File: src/ter_pkg.sv
package ter_pkg;

  // field widths
  localparam int CAP_W  = 32;
  localparam int SYS_W  = 63;
  localparam int TIME_W = 64;
  localparam int PER_W  = 32;
  localparam int CNT_W  = 6;

  // last step index of each iterative pass
  localparam logic [CNT_W-1:0] DIV_LAST = CNT_W'(TIME_W - 1);
  localparam logic [CNT_W-1:0] MUL_LAST = CNT_W'(PER_W - 1);

  // sequencer states
  typedef enum logic [3:0] {
    S_IDLE,
    S_DIV1,
    S_ADJ,
    S_MUL,
    S_SUM,
    S_LIM,
    S_CMP,
    S_DIV2,
    S_FIX,
    S_DONE
  } state_t;

  // step unit operations
  typedef enum logic {
    OP_DIV,
    OP_MUL
  } op_t;

  // one step request: x holds remainder or accumulator, y dividend/quotient or multiplicand
  typedef struct packed {
    op_t               op;
    logic              mbit;
    logic [PER_W-1:0]  per;
    logic [TIME_W-1:0] x;
    logic [TIME_W-1:0] y;
  } step_req_t;

  typedef struct packed {
    logic [TIME_W-1:0] x;
    logic [TIME_W-1:0] y;
  } step_rsp_t;

endpackage

File: src/timestamp_epoch_reconstruct.sv
// Order: a zero period or an out-of-range channel takes the input straight to the result state;
//   otherwise divide, adjust, multiply, sum, limit, compare and, if needed, the history correction.
// Throughput: one item at a time, the next input transfer after the result enters the output
//   register; the shared step unit runs a 64-step divide, a 32-step multiply and a 64-step divide.
// Reset (rst, synchronous, active high) clears the period, the per-channel history and
//   the handshake state.
module timestamp_epoch_reconstruct #(
  parameter int CHANNELS = 2
) (
  input  logic                          clk,
  input  logic                          rst,
  input  logic                          cfg_wr_en,
  input  logic [ter_pkg::PER_W-1:0]     cfg_wr_data,
  input  logic                          in_valid,
  output logic                          in_ready,
  input  logic [ter_pkg::CAP_W-1:0]     capture_time,
  input  logic [ter_pkg::SYS_W-1:0]     system_time,
  input  logic                          channel,
  output logic                          out_valid,
  input  logic                          out_ready,
  output logic [ter_pkg::TIME_W-1:0]    full_time
);

  localparam int CH_W = (CHANNELS > 1) ? $clog2(CHANNELS) : 1;

  ter_pkg::state_t            state;
  ter_pkg::state_t            state_next;
  logic [ter_pkg::CNT_W-1:0]  cnt;
  logic [ter_pkg::PER_W-1:0]  period_reg;
  logic [ter_pkg::CAP_W-1:0]  cap;
  logic [ter_pkg::SYS_W-1:0]  sys;
  logic [CH_W-1:0]            ch_idx;
  logic                       upd;
  logic                       cond;
  logic [ter_pkg::TIME_W-1:0] last_q;
  logic [ter_pkg::TIME_W-1:0] ux;
  logic [ter_pkg::TIME_W-1:0] uy;
  logic [ter_pkg::TIME_W-1:0] r;
  logic [ter_pkg::TIME_W-1:0] lim;
  logic [ter_pkg::TIME_W-1:0] last_result [CHANNELS];

  ter_pkg::step_req_t         step_req;
  ter_pkg::step_rsp_t         step_rsp;

  logic                       in_xfer;
  logic                       out_free;
  logic                       in_range;
  logic [CH_W-1:0]            in_idx;
  logic [ter_pkg::PER_W-2:0]  half;
  logic [ter_pkg::CAP_W-1:0]  pos;
  logic                       ahead;
  logic                       behind;
  logic [ter_pkg::TIME_W-1:0] sys64;

  assign in_ready = (state == ter_pkg::S_IDLE);
  assign in_xfer  = in_valid && in_ready;
  assign out_free = !out_valid || out_ready;
  assign in_range = (CHANNELS > 1) || (channel == 1'b0);
  assign in_idx   = CH_W'(channel);
  assign half     = period_reg[ter_pkg::PER_W-1:1];
  assign pos      = ux[ter_pkg::CAP_W-1:0];
  assign sys64    = {1'b0, sys};

  // epoch direction from capture against position
  assign ahead  = (cap > pos) && ((cap - pos) > {1'b0, half});
  assign behind = (pos > cap) && ((pos - cap) > {1'b0, half});

  // shared step unit
  assign step_req.op   = (state == ter_pkg::S_MUL) ? ter_pkg::OP_MUL : ter_pkg::OP_DIV;
  assign step_req.mbit = period_reg[5'(ter_pkg::MUL_LAST) - cnt[4:0]];
  assign step_req.per  = period_reg;
  assign step_req.x    = ux;
  assign step_req.y    = uy;

  ter_step_unit u_step (
    .req (step_req),
    .rsp (step_rsp)
  );

  // state register
  always_ff @(posedge clk) begin
    if (rst) begin
      state <= ter_pkg::S_IDLE;
    end else begin
      state <= state_next;
    end
  end

  // sequencer next state
  always_comb begin
    state_next = state;
    unique case (state)
      ter_pkg::S_IDLE: begin
        if (in_xfer) begin
          if (period_reg == '0 || !in_range) begin
            state_next = ter_pkg::S_DONE;
          end else begin
            state_next = ter_pkg::S_DIV1;
          end
        end
      end
      ter_pkg::S_DIV1: begin
        if (cnt == ter_pkg::DIV_LAST) state_next = ter_pkg::S_ADJ;
      end
      ter_pkg::S_ADJ:  state_next = ter_pkg::S_MUL;
      ter_pkg::S_MUL: begin
        if (cnt == ter_pkg::MUL_LAST) state_next = ter_pkg::S_SUM;
      end
      ter_pkg::S_SUM:  state_next = ter_pkg::S_LIM;
      ter_pkg::S_LIM:  state_next = ter_pkg::S_CMP;
      ter_pkg::S_CMP: begin
        if (cond && (last_q > lim)) begin
          state_next = ter_pkg::S_DIV2;
        end else begin
          state_next = ter_pkg::S_DONE;
        end
      end
      ter_pkg::S_DIV2: begin
        if (cnt == ter_pkg::DIV_LAST) state_next = ter_pkg::S_FIX;
      end
      ter_pkg::S_FIX:  state_next = ter_pkg::S_DONE;
      ter_pkg::S_DONE: begin
        if (out_free) state_next = ter_pkg::S_IDLE;
      end
      default: state_next = ter_pkg::S_IDLE;
    endcase
  end

  // period register and per-channel history
  always_ff @(posedge clk) begin
    if (rst) begin
      period_reg <= '0;
      for (int i = 0; i < CHANNELS; i++) begin
        last_result[i] <= '0;
      end
    end else begin
      if (cfg_wr_en) period_reg <= cfg_wr_data;
      if (state == ter_pkg::S_DONE && out_free && upd) last_result[ch_idx] <= r;
    end
  end

  // output register
  always_ff @(posedge clk) begin
    if (rst) begin
      out_valid <= 1'b0;
    end else if (state == ter_pkg::S_DONE && out_free) begin
      out_valid <= 1'b1;
    end else if (out_ready) begin
      out_valid <= 1'b0;
    end
  end

  always_ff @(posedge clk) begin
    if (state == ter_pkg::S_DONE && out_free) full_time <= r;
  end

  // datapath registers
  always_ff @(posedge clk) begin
    if (rst) begin
      upd <= 1'b0;
      cnt <= '0;
    end else begin
      case (state)
        ter_pkg::S_IDLE: begin
          if (in_xfer) begin
            cap    <= capture_time;
            sys    <= system_time;
            ch_idx <= in_idx;
            last_q <= in_range ? last_result[in_idx] : '0;
            r      <= ter_pkg::TIME_W'(capture_time);
            upd    <= (period_reg != '0) && in_range;
            ux     <= '0;
            uy     <= ter_pkg::TIME_W'(system_time);
            cnt    <= '0;
          end
        end
        ter_pkg::S_DIV1, ter_pkg::S_MUL, ter_pkg::S_DIV2: begin
          ux  <= step_rsp.x;
          uy  <= step_rsp.y;
          cnt <= cnt + 1'b1;
        end
        ter_pkg::S_ADJ: begin
          // uy holds the epoch, ux the position
          if (ahead) begin
            uy <= uy - 1'b1;
          end else if (behind) begin
            uy <= uy + 1'b1;
          end
          ux  <= '0;
          cnt <= '0;
        end
        ter_pkg::S_SUM: begin
          r    <= ux + ter_pkg::TIME_W'(cap);
          cond <= (last_q != '0) && (last_q <= sys64) &&
                  ((sys64 - last_q) <= {31'b0, period_reg, 1'b0});
        end
        ter_pkg::S_LIM: begin
          lim <= r + ter_pkg::TIME_W'(half);
        end
        ter_pkg::S_CMP: begin
          // r + (last - lim) is last - half; the round-up is added after the divide
          if (cond && (last_q > lim)) begin
            r   <= last_q - ter_pkg::TIME_W'(half);
            ux  <= '0;
            uy  <= last_q - lim;
            cnt <= '0;
          end
        end
        ter_pkg::S_FIX: begin
          if (ux[ter_pkg::PER_W-1:0] != '0) begin
            r <= r + ter_pkg::TIME_W'(period_reg - ux[ter_pkg::PER_W-1:0]);
          end
        end
        default: begin
        end
      endcase
    end
  end

`ifndef ASSERT_OFF
  // disabled reconstruction goes straight to the result with the capture
  a_bypass: assert property (@(posedge clk) disable iff (rst)
    (in_xfer && period_reg == '0) |=>
      (state == ter_pkg::S_DONE && r == ter_pkg::TIME_W'($past(capture_time)) && !upd))
    else $error("bypass path did not pass the capture through");

  // a transfer makes the block busy on the next cycle
  a_busy: assert property (@(posedge clk) disable iff (rst)
    in_xfer |=> !in_ready)
    else $error("input taken while an item is in work");

  // multiply pass never runs past the period width
  a_mul_cnt: assert property (@(posedge clk) disable iff (rst)
    (state == ter_pkg::S_MUL) |-> (cnt <= ter_pkg::MUL_LAST))
    else $error("multiply step count overrun");

  // a finished item lands in the output register and frees the input
  a_done: assert property (@(posedge clk) disable iff (rst)
    (state == ter_pkg::S_DONE && out_free) |=> (out_valid && in_ready))
    else $error("finished item not delivered to the output register");

  // the divider remainder stays below the period
  a_rem: assert property (@(posedge clk) disable iff (rst)
    (state == ter_pkg::S_FIX || state == ter_pkg::S_ADJ) |->
      (ux < ter_pkg::TIME_W'(period_reg)))
    else $error("divider remainder not below period");
`endif

endmodule

File: src/ter_step_unit.sv
module ter_step_unit (
  input  ter_pkg::step_req_t req,
  output ter_pkg::step_rsp_t rsp
);

  logic [ter_pkg::PER_W:0]    rem_sh;
  logic [ter_pkg::TIME_W-1:0] a;
  logic [ter_pkg::TIME_W-1:0] b;
  logic                       cin;
  logic [ter_pkg::TIME_W:0]   sum;
  logic                       ge;

  // one shared 64-bit adder: restoring divide step or shift-add multiply step
  always_comb begin
    rem_sh = {req.x[ter_pkg::PER_W-1:0], req.y[ter_pkg::TIME_W-1]};
    a      = '0;
    b      = '0;
    cin    = 1'b0;
    unique case (req.op)
      ter_pkg::OP_DIV: begin
        a   = ter_pkg::TIME_W'(rem_sh);
        b   = ~ter_pkg::TIME_W'(req.per);
        cin = 1'b1;
      end
      ter_pkg::OP_MUL: begin
        a   = {req.x[ter_pkg::TIME_W-2:0], 1'b0};
        b   = req.mbit ? req.y : '0;
        cin = 1'b0;
      end
      default: begin
        a   = '0;
        b   = '0;
        cin = 1'b0;
      end
    endcase
    sum = {1'b0, a} + {1'b0, b} + (ter_pkg::TIME_W + 1)'(cin);
    // carry out of a + ~per + 1 means the shifted remainder is not below the period
    ge  = sum[ter_pkg::TIME_W];
    unique case (req.op)
      ter_pkg::OP_DIV: begin
        rsp.x = ge ? sum[ter_pkg::TIME_W-1:0] : a;
        rsp.y = {req.y[ter_pkg::TIME_W-2:0], ge};
      end
      ter_pkg::OP_MUL: begin
        rsp.x = sum[ter_pkg::TIME_W-1:0];
        rsp.y = req.y;
      end
      default: begin
        rsp.x = req.x;
        rsp.y = req.y;
      end
    endcase
  end

endmodule

File: config.mk
export PLATFORM = sky130hd
export DESIGN_NAME = timestamp_epoch_reconstruct
export DESIGN_NICKNAME = d
export VERILOG_FILES = /design/src/ter_pkg.sv /design/src/timestamp_epoch_reconstruct.sv /design/src/ter_step_unit.sv
export SDC_FILE = /design/constraint.sdc
export NUM_CORES = 2
export LEC_CHECK = 0
export BUFFER_PORTS_ARGS = -buffer_cell sky130_fd_sc_hd__buf_2
export CAP_MARGIN = 40
export CORE_MARGIN = 10
export CORE_UTILIZATION = 58
export DETAILED_ROUTE_END_ITERATION = 8
export PLACE_DENSITY = 0.78
export SLEW_MARGIN = 20
export SYNTH_ARGS = -nofsm -noshare
export SYNTH_HDL_FRONTEND = slang
export SYNTH_SLANG_ARGS = --single-unit
File: constraint.sdc
create_clock -name clk -period 11.05 [get_ports clk]
set_input_delay 0.5525 -clock clk [delete_from_list [all_inputs] [get_ports clk]]
set_output_delay 0.5525 -clock clk [all_outputs]
set_load 0.01 [all_outputs]
==> flow_summary.ini <==
[outcome]
outcome = finished clean

[synthesis]
synth_cells = 6388
netlist_top_cells_area = edfxtp_1, ha_1, xnor2_1
synth-main-ff-cell = edfxtp_1
synth_top_area_frac = 0.3189
synth_cell_type_count = 95
synth.largest_area_cell = edfxtp_1
syn_area_mm2 = 0.05734
ys_async_sr_fraction = 0
synth.avg_cell_area_um2 = 8.976
syn_nets = 7132
synth_warnings = 0
ys_seq_area_frac = 0.3343
ys_ff_latch = 653
synth-edff-count = 609

[finish]
fin_area_mm2 = 0.06252
largest_reg_flops = 128
layout_commonest_cell = a21oi_1
top_register = last_result
drive_gt1_frac = 0.08383
final_nets = 7244
synthToLayoutAreaGrowth_pct = 9.036
final_cell_mix = a21oi_1, edfxtp_1, ha_1, nor2_1, nand2_1
fillers = 8220

[pwr]
power_density_mw_per_mm2 = 234.9
p_leak_nw = 25.76
peakVddDrop_mv = 0.2101

[sta]
rsz0062_at_grt = no
fin_skew_ns = 0.03690
fin_crit_sh = 0.9300
final.setup.tns_ns = 0
hold_viol = 0
slew_headroom = 0.1557
period_needed_ns = 10.28
max_freq_mhz = 97.31
tightestPinTransition_ns = 1.266
hold-worst-slack_ns = 0.06742
finalSetupViolations = 0
drv_slew = 0

[grt]
grt_pass1_vias = 51388
grt_pass1_wl_um = 344500
grt_util_all_layers = 0.4149
grt_max_degree = 128
grt.overflow.total = 0
antenna_found_initial = 14

[worst_setup_path]
cp.arrival_ns = 10.69
crit_path_frequent_cell = a21oi_1
cp_slowest_stage_delay_ns = 0.56
critPathMaxFanout = 34
critPathKind = reg2reg
crit_family = compound AO/OA/AOI/OAI gates
crit_path_end_kind = flip-flop
cp-start-kind = flip-flop
worstPathBufferInverterCount = 5
critPathSlowestCell = edfxtp_1
cp.required_ns = 11.47

[placed_design]
dpl_cell_area_mm2 = 0.05978
gp_routability_congestion = 1.070
hpwl_um = 191400
portBuffers = 198

[clock_tree]
h-tree-depth = 3
cts_hold_buffers = 0
cts.sinks = 653
cts_buffer_depth = 3
ctsResizeCount = 0
path_clk_slew_ns = 0.07
clk_latency_ns = 0.69
clockRootBuffer = clkbuf_16
cts_buffers = 77
cts_tree = yes
cts_setup_buffers = 0

[job]
max_cap_viol_count = 0

[hold_path]
hold_class = in2reg

[floorplan]
die-area_mm2 = 0.1118
core-area_mm2 = 0.09828
die_h_um = 334.4
start_util = 0.5834
rows = 115
io_pins = 199
die_w_um = 334.4

[detailed_routing]
final_antenna_net_count = 0
drc = 0
wl_um = 241900
drt_iter0_drc = 8982
via_per_inst = 6.987
num_vias = 54938
detail_route.first_pass.iterations = 9
wl_per_cell_um = 30.76
-- per-stage QoR --
stage	setup WS, ns	cells	utilization	power, W
floorplan	0.3815	6388	-	0.009189
global placement	1.248	7688	0.6068	0.01148
detailed placement	1.054	7700	0.6083	0.01157
CTS	0.9673	7840	0.6349	0.01432
global route	0.1539	7848	0.6358	0.01539
finish	0.7740	7863	0.6362	0.01468
-- where the power goes --
part | internal, W | switching [W] | leakage, nW | total [W]
combinational | 0.00310 | 0.00527 | 18.3 | 0.00837
clock | 0.00153 | 0.00119 | 1.27 | 0.00272
sequential | 0.00309 | 0.000503 | 6.19 | 0.00360
total | 0.00772 | 0.00696 | 25.8 | 0.0147
-- cells in the mapped netlist (all sizes together), types with 66 or more instances --
library cell  instances
nand2               429
mux2                 66
o21ai               408
a21oi               640
nor2b                66
nor3                 99
and3                 92
ha                  599
nand2b               80
nand4               120
nor2                451
o21a                 69
a21o                263
inv                 381
clkbuf              225
and2                157
edfxtp              609
xnor2               384
nand3               168
xor2                156
o21bai               87
-- layout make-up --
type | count | area (µm²) | area share
antenna | 15 | 37.54 | 0.0006004
sequential | 653 | 19170 | 0.3066
tap | 1287 | 1610 | 0.02576
clock inverter | 45 | 498.0 | 0.007965
inverter | 386 | 1449 | 0.02318
timing repair buffer | 290 | 1788 | 0.02860
clock buffer | 95 | 2110 | 0.03374
multi-input combinational | 5092 | 35860 | 0.5736
-- metal layers --
metal	global-route usage	wire length, µm	up-vias	share of wire
met5	0	356	-	0.0015
met2	0.5651	93910	4017	0.39
li1	-	-	24043	-
met3	0.1764	41760	523	0.17
met4	0.1496	9954	16	0.041
met1	0.5767	95890	26339	0.40
-- cells by family after synthesis --
| family | Yosys count | share of synthesized area |
|---|---|---|
| compound gates | 2012 | 0.2264 |
| simple gates | 1814 | 0.1560 |
| flops | 653 | 0.3343 |
| buf+inv | 643 | 0.04218 |
| fa+ha+maj | 611 | 0.1349 |
| xor+xnor | 540 | 0.08249 |
| mux | 115 | 0.02370 |
-- worst paths after layout --
kind | startpoint | end | slack, ns | depth (start not counted)
worst max-delay path | ux[1] | uy[61] | 0.77 | 43
worst min-delay path | capture_time[3] | cap[3] | 0.07 | 1
worst max register to register | ux[1] | uy[61] | 0.77 | 43
worst min register to register | cnt[5] | cnt[5] | 0.54 | 1
Note: power is estimated with default switching activity, not from simulation.
